===== src/upi_pkg.sv =====
// Shared constants and the CORDIC arctangent table for the unicycle pose integrator.
package upi_pkg;

	localparam int CORDIC_STEPS = 16;
	localparam int ANGLE_BITS   = 16;
	localparam int TAB_LEN      = 24;
	localparam int TAB_IDX_W    = $clog2(TAB_LEN);
	localparam int ITER_W       = $clog2(CORDIC_STEPS);

	// CORDIC datapath widths: x/y are Q2.30 with headroom, z is a 32-bit binary angle plus sign
	localparam int XY_W   = 34;
	localparam int Z_W    = 33;
	localparam int TRIG_W = 16;

	// Q2.30 start value, the inverse of the CORDIC gain
	localparam logic signed [XY_W-1:0] CORDIC_GAIN = 34'sd652032874;

	// Default integration interval, about 0.1 s in Q0.16
	localparam logic [15:0] TIME_STEP_RST = 16'd6554;

	// Position reset, 1.0 m in Q16.16
	localparam logic signed [31:0] POS_RST = 32'sd65536;

	// atan(2^-i) in 32-bit binary angle units
	function automatic logic [31:0] atan_angle(input logic [TAB_IDX_W-1:0] idx);
		logic [31:0] val;
		case (idx)
			5'd0:    val = 32'h20000000;
			5'd1:    val = 32'h12E4051D;
			5'd2:    val = 32'h09FB385B;
			5'd3:    val = 32'h051111D4;
			5'd4:    val = 32'h028B0D43;
			5'd5:    val = 32'h0145D7E1;
			5'd6:    val = 32'h00A2F61E;
			5'd7:    val = 32'h00517C55;
			5'd8:    val = 32'h0028BE53;
			5'd9:    val = 32'h00145F2E;
			5'd10:   val = 32'h000A2F98;
			5'd11:   val = 32'h000517CC;
			5'd12:   val = 32'h00028BE6;
			5'd13:   val = 32'h000145F3;
			5'd14:   val = 32'h0000A2F9;
			5'd15:   val = 32'h0000517C;
			5'd16:   val = 32'h000028BE;
			5'd17:   val = 32'h0000145F;
			5'd18:   val = 32'h00000A2F;
			5'd19:   val = 32'h00000517;
			5'd20:   val = 32'h0000028B;
			5'd21:   val = 32'h00000145;
			5'd22:   val = 32'h000000A2;
			5'd23:   val = 32'h00000051;
			default: val = 32'h00000000;
		endcase
		return val;
	endfunction

endpackage


===== src/unicycle_pose_integrator.sv =====
// Top level: command sequencer, shared multiplier and pose state of the unicycle odometry.
//
// Each drive command (forward_speed, turn_rate) advances the heading by turn_rate * time_step,
// evaluates cosine and sine of the new heading with an iterative CORDIC (one micro-rotation
// per cycle), and adds forward_speed * time_step * cos/sin to the saturating Q16.16 X/Y
// position. A command passes through the states HEAD, HUPD, ROT, CORD, MX, MY, ADDY and OUT:
// the CORDIC is loaded, makes its 16 micro-rotations and rounds its outputs, while passes
// through the single shared multiplier serve the heading increment, speed times step, the X
// term and the Y term; these two terms then go into the position through the final
// adds and the hand-off to the output register. in_ready is high only while the block is idle;
// a finished result sits in the output register, so a new command is taken while the previous
// pose still waits for out_ready. If that pose is still waiting when the next result is done,
// the sequencer holds until the output register frees. Pose resets to (1.0 m, 1.0 m,
// heading 0), time_step to 0.1 s; write time_step only while no command is in flight.
module unicycle_pose_integrator (
	input  logic                               clk,
	input  logic                               arst_n,
	input  logic                               cfg_we,
	input  logic [15:0]                        cfg_wdata,
	input  logic                               in_valid,
	output logic                               in_ready,
	input  logic signed [15:0]                 forward_speed,
	input  logic signed [20:0]                 turn_rate,
	output logic                               out_valid,
	input  logic                               out_ready,
	output logic signed [31:0]                 pose_x,
	output logic signed [31:0]                 pose_y,
	output logic [15:0]                        heading,
	output logic signed [15:0]                 linear_speed_echo,
	output logic signed [20:0]                 angular_speed_echo
);

	localparam int AB      = upi_pkg::ANGLE_BITS;
	localparam int HEAD_SH = 32 - AB;

	typedef enum logic [8:0] {
		S_IDLE = 9'b000000001,
		S_HEAD = 9'b000000010,
		S_HUPD = 9'b000000100,
		S_ROT  = 9'b000001000,
		S_CORD = 9'b000010000,
		S_MX   = 9'b000100000,
		S_MY   = 9'b001000000,
		S_ADDY = 9'b010000000,
		S_OUT  = 9'b100000000
	} state_t;

	state_t                   state_q;
	logic [15:0]              time_step_q;
	logic signed [15:0]       spd_q;
	logic signed [20:0]       rate_q;
	logic signed [31:0]       spdt_q;
	logic signed [49:0]       prod_q;
	logic signed [31:0]       pos_x_q, pos_y_q;
	logic [AB-1:0]            heading_q;
	logic                     out_valid_q;
	logic signed [31:0]       pose_x_q, pose_y_q;
	logic [15:0]              heading_out_q;
	logic signed [15:0]       lin_echo_q;
	logic signed [20:0]       ang_echo_q;

	logic signed [32:0]       mul_a;
	logic signed [16:0]       mul_b;
	logic signed [49:0]       mul_p;
	logic [31:0]              head_rnd;
	logic [31:0]              head_wide;
	logic                     cord_done;
	logic signed [15:0]       cos_val, sin_val;
	logic                     in_fire, out_free;

	function automatic logic signed [31:0] pos_add(
		input logic signed [31:0] p,
		input logic signed [49:0] prod
	);
		logic signed [49:0] rnd;
		logic signed [32:0] sum;
		logic signed [31:0] r;
		rnd = prod + 50'sd4194304;
		sum = 33'(p) + 33'($signed(rnd[49:23]));
		if (sum[32] != sum[31])
			r = sum[32] ? 32'sh80000000 : 32'sh7FFFFFFF;
		else
			r = sum[31:0];
		return r;
	endfunction

	upi_cordic u_cordic (
		.clk     (clk),
		.arst_n  (arst_n),
		.start   (state_q == S_ROT),
		.angle   (heading_q),
		.done    (cord_done),
		.cos_val (cos_val),
		.sin_val (sin_val)
	);

	assign in_ready = (state_q == S_IDLE);
	assign in_fire  = in_valid && in_ready;
	assign out_free = !out_valid_q || out_ready;

	// Select operands of the shared multiplier
	always_comb begin
		mul_a = '0;
		mul_b = '0;
		unique case (state_q)
			S_HEAD: begin
				mul_a = 33'(rate_q);
				mul_b = $signed({1'b0, time_step_q});
			end
			S_HUPD: begin
				mul_a = 33'(spd_q);
				mul_b = $signed({1'b0, time_step_q});
			end
			S_MX: begin
				mul_a = 33'(spdt_q);
				mul_b = 17'(cos_val);
			end
			S_MY: begin
				mul_a = 33'(spdt_q);
				mul_b = 17'(sin_val);
			end
			default: begin
				mul_a = '0;
				mul_b = '0;
			end
		endcase
	end

	assign mul_p = mul_a * mul_b;

	// Heading increment: rounded half up, only the low angle bits matter
	assign head_rnd  = prod_q[31:0] + (32'd1 << (HEAD_SH - 1));
	assign head_wide = {heading_q, {HEAD_SH{1'b0}}};

	// Sequencer and pose state
	always_ff @(posedge clk or negedge arst_n) begin
		if (!arst_n) begin
			state_q     <= S_IDLE;
			time_step_q <= upi_pkg::TIME_STEP_RST;
			pos_x_q     <= upi_pkg::POS_RST;
			pos_y_q     <= upi_pkg::POS_RST;
			heading_q   <= '0;
			out_valid_q <= 1'b0;
		end else begin
			if (cfg_we)
				time_step_q <= cfg_wdata;
			// Raise valid on a new result, drop it once the transaction is taken
			if (state_q == S_OUT && out_free)
				out_valid_q <= 1'b1;
			else if (out_valid_q && out_ready)
				out_valid_q <= 1'b0;
			unique case (state_q)
				S_IDLE: begin
					if (in_fire)
						state_q <= S_HEAD;
				end
				S_HEAD: state_q <= S_HUPD;
				S_HUPD: begin
					heading_q <= heading_q + head_rnd[31:HEAD_SH];
					state_q   <= S_ROT;
				end
				S_ROT:  state_q <= S_CORD;
				S_CORD: begin
					if (cord_done)
						state_q <= S_MX;
				end
				S_MX:   state_q <= S_MY;
				S_MY: begin
					pos_x_q <= pos_add(pos_x_q, prod_q);
					state_q <= S_ADDY;
				end
				S_ADDY: begin
					pos_y_q <= pos_add(pos_y_q, prod_q);
					state_q <= S_OUT;
				end
				S_OUT: begin
					if (out_free)
						state_q <= S_IDLE;
				end
				default: state_q <= S_IDLE;
			endcase
		end
	end

	// Command, product and result registers
	always_ff @(posedge clk) begin
		if (in_fire) begin
			spd_q  <= forward_speed;
			rate_q <= turn_rate;
		end
		if (state_q == S_HEAD || state_q == S_MX || state_q == S_MY)
			prod_q <= mul_p;
		if (state_q == S_HUPD)
			spdt_q <= mul_p[31:0];
		if (state_q == S_OUT && out_free) begin
			pose_x_q      <= pos_x_q;
			pose_y_q      <= pos_y_q;
			heading_out_q <= head_wide[31:16];
			lin_echo_q    <= spd_q;
			ang_echo_q    <= rate_q;
		end
	end

	assign out_valid          = out_valid_q;
	assign pose_x             = pose_x_q;
	assign pose_y             = pose_y_q;
	assign heading            = heading_out_q;
	assign linear_speed_echo  = lin_echo_q;
	assign angular_speed_echo = ang_echo_q;

endmodule


===== src/upi_cordic.sv =====
// Iterative CORDIC rotator: one micro-rotation per cycle, cosine and sine rounded to Q1.15.
module upi_cordic (
	input  logic                                 clk,
	input  logic                                 arst_n,
	input  logic                                 start,
	input  logic [upi_pkg::ANGLE_BITS-1:0]       angle,
	output logic                                 done,
	output logic signed [upi_pkg::TRIG_W-1:0]    cos_val,
	output logic signed [upi_pkg::TRIG_W-1:0]    sin_val
);

	localparam int XY_W  = upi_pkg::XY_W;
	localparam int Z_W   = upi_pkg::Z_W;
	localparam int RND_W = XY_W + 1 - 15;

	logic signed [XY_W-1:0]             x_q, y_q;
	logic signed [Z_W-1:0]              z_q;
	logic [upi_pkg::ITER_W-1:0]         iter_q;
	logic                               busy_q, round_q, done_q, neg_q;
	logic signed [upi_pkg::TRIG_W-1:0]  cos_q, sin_q;

	logic [31:0]             a_full, a_rot;
	logic                    fold;
	logic signed [Z_W-1:0]   z_init, step_atan;
	logic signed [XY_W-1:0]  xs, ys, x_nx, y_nx, xn, yn;
	logic signed [XY_W:0]    x_rnd, y_rnd;
	logic                    last_iter;

	function automatic logic signed [upi_pkg::TRIG_W-1:0] sat_trig(
		input logic signed [RND_W-1:0] v
	);
		logic signed [upi_pkg::TRIG_W-1:0] r;
		if (v > RND_W'(32767))
			r = 16'sh7FFF;
		else if (v < -RND_W'(32768))
			r = 16'sh8000;
		else
			r = v[upi_pkg::TRIG_W-1:0];
		return r;
	endfunction

	function automatic logic signed [Z_W-1:0] z_nx_f(
		input logic signed [Z_W-1:0] z,
		input logic signed [Z_W-1:0] t
	);
		return z[Z_W-1] ? z + t : z - t;
	endfunction

	// Widen heading to a 32-bit angle, fold second/third quadrant by a half turn
	assign a_full = {angle, {(32-upi_pkg::ANGLE_BITS){1'b0}}};
	assign fold   = a_full[31] ^ a_full[30];
	assign a_rot  = {a_full[31] ^ fold, a_full[30:0]};
	assign z_init = $signed({a_rot[31], a_rot});

	// One micro-rotation
	assign xs        = x_q >>> iter_q;
	assign ys        = y_q >>> iter_q;
	assign step_atan = $signed({1'b0, upi_pkg::atan_angle(upi_pkg::TAB_IDX_W'(iter_q))});
	assign x_nx      = z_q[Z_W-1] ? x_q + ys : x_q - ys;
	assign y_nx      = z_q[Z_W-1] ? y_q - xs : y_q + xs;
	assign last_iter = (iter_q == upi_pkg::ITER_W'(upi_pkg::CORDIC_STEPS - 1));

	// Undo the fold, round half up from Q2.30 to Q1.15
	assign xn    = neg_q ? -x_q : x_q;
	assign yn    = neg_q ? -y_q : y_q;
	assign x_rnd = (XY_W+1)'(xn) + (XY_W+1)'(1 << 14);
	assign y_rnd = (XY_W+1)'(yn) + (XY_W+1)'(1 << 14);

	// Sequence control
	always_ff @(posedge clk or negedge arst_n) begin
		if (!arst_n) begin
			busy_q  <= 1'b0;
			round_q <= 1'b0;
			done_q  <= 1'b0;
			iter_q  <= '0;
		end else begin
			done_q  <= round_q;
			round_q <= busy_q && last_iter;
			if (start && !busy_q) begin
				busy_q <= 1'b1;
				iter_q <= '0;
			end else if (busy_q) begin
				iter_q <= iter_q + 1'b1;
				if (last_iter)
					busy_q <= 1'b0;
			end
		end
	end

	// Datapath: load, rotate, round
	always_ff @(posedge clk) begin
		if (start && !busy_q) begin
			x_q   <= upi_pkg::CORDIC_GAIN;
			y_q   <= '0;
			z_q   <= z_init;
			neg_q <= fold;
		end else if (busy_q) begin
			x_q <= x_nx;
			y_q <= y_nx;
			z_q <= z_nx_f(z_q, step_atan);
		end
		if (round_q) begin
			cos_q <= sat_trig(x_rnd[XY_W:15]);
			sin_q <= sat_trig(y_rnd[XY_W:15]);
		end
	end

	assign done    = done_q;
	assign cos_val = cos_q;
	assign sin_val = sin_q;

endmodule


===== config.mk =====
export PLATFORM = sky130hd
export DESIGN_NAME = unicycle_pose_integrator
export DESIGN_NICKNAME = d
export VERILOG_FILES = /design/src/upi_pkg.sv /design/src/unicycle_pose_integrator.sv /design/src/upi_cordic.sv
export SDC_FILE = /design/constraint.sdc
export NUM_CORES = 2
export LEC_CHECK = 0
export BUFFER_PORTS_ARGS = -buffer_cell sky130_fd_sc_hd__buf_4
export CAP_MARGIN = 15
export CORE_UTILIZATION = 50
export CTS_CLUSTER_DIAMETER = 150
export DETAILED_ROUTE_END_ITERATION = 10
export PLACE_DENSITY = 0.66
export SLEW_MARGIN = 5
export SYNTH_ARGS = -nofsm -noshare
export SYNTH_HDL_FRONTEND = slang
export SYNTH_SLANG_ARGS = --single-unit

===== constraint.sdc =====
create_clock -name clk -period 10.55 [get_ports clk]
set_clock_uncertainty 0.1 [all_clocks]
set_input_delay 0 -clock clk [delete_from_list [all_inputs] [get_ports clk]]
set_output_delay 0 -clock clk [all_outputs]
set_load 0.02 [all_outputs]

==> flow_summary.toml <==
[global_routing]
gr-usage-all-layers_pct = 30.1
grt_use_met3_pct = 4.98
grt_util_met2_pct = 47.8
grt_pass1_wl_um = 242000
grt_pass1_vias = 41716
grt_max_degree = 93
grt_overflow = 0
grt-busiest-layer = "met2"
met1_usage_pct = 40.6
antenna_found_initial = 2

[route]
route.detailed.drc = 0
drt-total-wl_um = 156000
avgViaCountPerCell = 5.86
wl_per_cell_um = 21.5
drt_iter0_drc = 3869
vias = 42648
drt_pre_antenna_iters = 6
antenna_left = 0

[worst_setup_path]
crit_path_frequent_cell = "fa_1"
cp_max_fo = 25
rrSetupSlack_ns = 0.67
reg2reg_from = "state_q[4]"
slowest_delay_ns = 0.57
cp.arrival_ns = 10.21
slowest_stage = "fa_1"
critPathCaptureType = "flip-flop"
crit_path_start_kind = "flip-flop"
path_class = "flip-flop to flip-flop"
critPathLaunch = "state_q[4]"
crit_required_ns = 10.88

[synthesis]
netlist_area_mm2 = 0.0517
ys_async_sr_fraction_pct = 24.1
yosysUniqueCellTypes = 92
synth_edf_count = 271
ys_ff_latch = 468
syn_inst = 5691
postSynthAreaPerCell_um2 = 9.09
ys.warnings.count = 0
yosysSeqAreaShare_pct = 24.5
ys.flop_type = "edfxtp_1"
synth_nets = 6586

[finish]
drive_above_1_share_pct = 9.23
areaGrowthSynthToFinish_pct = 11.6
final_cell_count_no_fill = 7276
fin_util_pct = 56.5
fin_nets = 6753

[clock_network]
clock-sinks = 468
clk_pin_slew_ns = 0.07
cts_setup_buffers = 0
htree_levels = 2
clk_latency_ns = 0.69
cts_buffers = 57
cts_tree = "done"
cts_root_buffer = "clkbuf_16"
clockBufferDepth = 3

[outcome]
outcome = "finished clean"

[power]
p_per_area_mw_per_mm2 = 296
irDropWorstVdd_uv = 397
leakagePower_nw = 26.2

[sta]
setup_viol = 0
min_period_over_period_pct = 93.7
tightest_slew_ns = 1.24
period_minus_slack_ns = 9.88
max_freq_mhz = 101
slew_headroom_pct = 17.4
drv_slew = 0
fin_setup_tns_ns = 0
rsz0062_at_grt = "no"
hold_violations = 0

[place]
gp_routability_congestion = 1.00
port_buffers = 176
dp_hpwl_um = 120000
dp_cells = 7039

[die]
core_area_mm2 = 0.102
die_area_mm2 = 0.105
die_width_um = 324
row_count = 117
ios = 177
fp.dieH_um = 324
start_util_pct = 50.6

[flow_run]
maxCapViolCount = 0

[worst_hold_path]
hold_path_class = "input pin to flip-flop"
hp-start = "in_valid"
[report_power, final]
| part | total (W) | internal, W | switching, W |
|---|---|---|---|
| sequential | 0.00325 | 0.00245 | 0.000797 |
| combinational | 0.0117 | 0.00493 | 0.00676 |
| clock | 0.00212 | 0.00125 | 0.000870 |
| total | 0.0171 | 0.00863 | 0.00843 |
[sequential cells by signal, indices dropped and copies added (netlist names), 21 cells and up]
register and cells:
rate_q 21, angular_speed_echo 21, spdt_q 32, u_cordic.x_q 34
u_cordic.y_q 34, pose_y 32, pos_y_q 32, pose_x 32
pos_x_q 32, u_cordic.z_q 33, prod_q 35
[cells by family (layout without fill, tap and decap cells)]
kind of cell    Yosys count  after routing  share of synthesized area [%]
other cells               0              1                              0
flops                   468            468                           24.5
fa+ha+maj               845            845                           28.1
compound gates         1173           1173                           14.3
buf+inv                 896           1112                           6.60
simple gates           1764           1764                           14.9
mux                     174            174                           5.25
xor+xnor                371            371                           6.28
[cells in the mapped netlist (29+ instances only)]
cell type	instances	area share, %
nor3_1	58	0.56
o21ai_0	335	3.2
a31oi_1	44	0.53
mux4_2	74	3.2
xnor2_1	223	3.8
dfrtp_1	103	5.0
o21bai_1	31	0.45
fa_1	532	21
xor2_1	148	2.5
o22ai_1	30	0.36
mux2i_1	60	1.2
and2_1	47	0.57
dfxtp_1	84	3.3
a211oi_1	39	0.57
inv_1	617	4.5
edfxtp_1	271	16
clkbuf_1	221	1.6
a21oi_1	292	2.8
ha_1	305	7.4
nand2b_1	39	0.47
a21o_1	118	1.7
mux2_2	39	0.85
o21a_1	44	0.64
nor2b_1	40	0.48
buf_1	29	0.21
and3_1	50	0.60
nor2_1	574	4.2
nand2_1	730	5.3
nand3_1	74	0.72
[layer usage]
layer | vias up | part of all wire [%]
li1 | 19663 | -
met5 | - | 0
met4 | 0 | 5.0
met2 | 1788 | 45
met3 | 361 | 8.5
met1 | 20836 | 41
[layout by cell type (no fill, tap or decap), types with 44 or more instances in the layout]
master	count
a21o_1	118
a21oi_1	290
a31oi_1	44
and2_1	46
and3_1	50
buf_4	252
clkbuf_16	64
dfrtp_1	98
dfxtp_1	84
dlygate4sd3_1	127
edfxtp_1	271
fa_1	532
ha_1	305
inv_1	615
mux2i_1	60
mux4_2	74
nand2_1	730
nand3_1	74
nor2_1	572
nor3_1	57
o21a_1	44
o21ai_0	335
xnor2_1	223
xor2_1	148
[worst paths after layout]
kind,end,cells past startpoint
min reg2reg,u_cordic.z_q[0],2
min,state_q[1],3
max,prod_q[48],30
max in group asynchronous,time_step_q[5],4
min in group asynchronous,pos_x_q[16],3
max reg2reg,prod_q[48],30
[what timing repair did]
item	CTS	global route
endpoints found under the hold margin	131	0
hold buffers	128	0
setup endpoints to repair	0	2
resized for setup	0	3
[through the flow]
step / hold WS (ns) / area [µm²] / power, W / worst slack (ns)
5_1_grt: 0.0815 / 57700 / 0.0185 / 0.0623
2_1_floorplan: -0.396 / 51700 / 0.0120 / 1.36
3_5_place_dp: -0.00518 / 54300 / 0.0147 / 0.508
3_3_place_gp: -0.0119 / 54300 / 0.0145 / 0.687
4_1_cts: 0.0381 / 57700 / 0.0169 / 0.498
6_report: 0.0701 / 57700 / 0.0171 / 0.668
[layout make-up]
cell class,instances,area [µm²]
flip-flops and latches,468,12700
multi-input cells,4327,35700
diodes,1,2.50
clock buffers,79,1730
inverters,622,2340
repair buffers,382,3210
clock inverters,29,323
fillers,9093,44500
well taps,1368,1710
[worst max-delay path, delay by kind of cell, from the launching register on]
kind	cells	cell delay, ns
buf+inv	4	0.38
compound gates	9	2.27
fa+ha+maj	7	3.57
simple gates	9	2.73
flops	1	0.44
xor+xnor	1	0.11
Power figures use the tool's default switching activity.
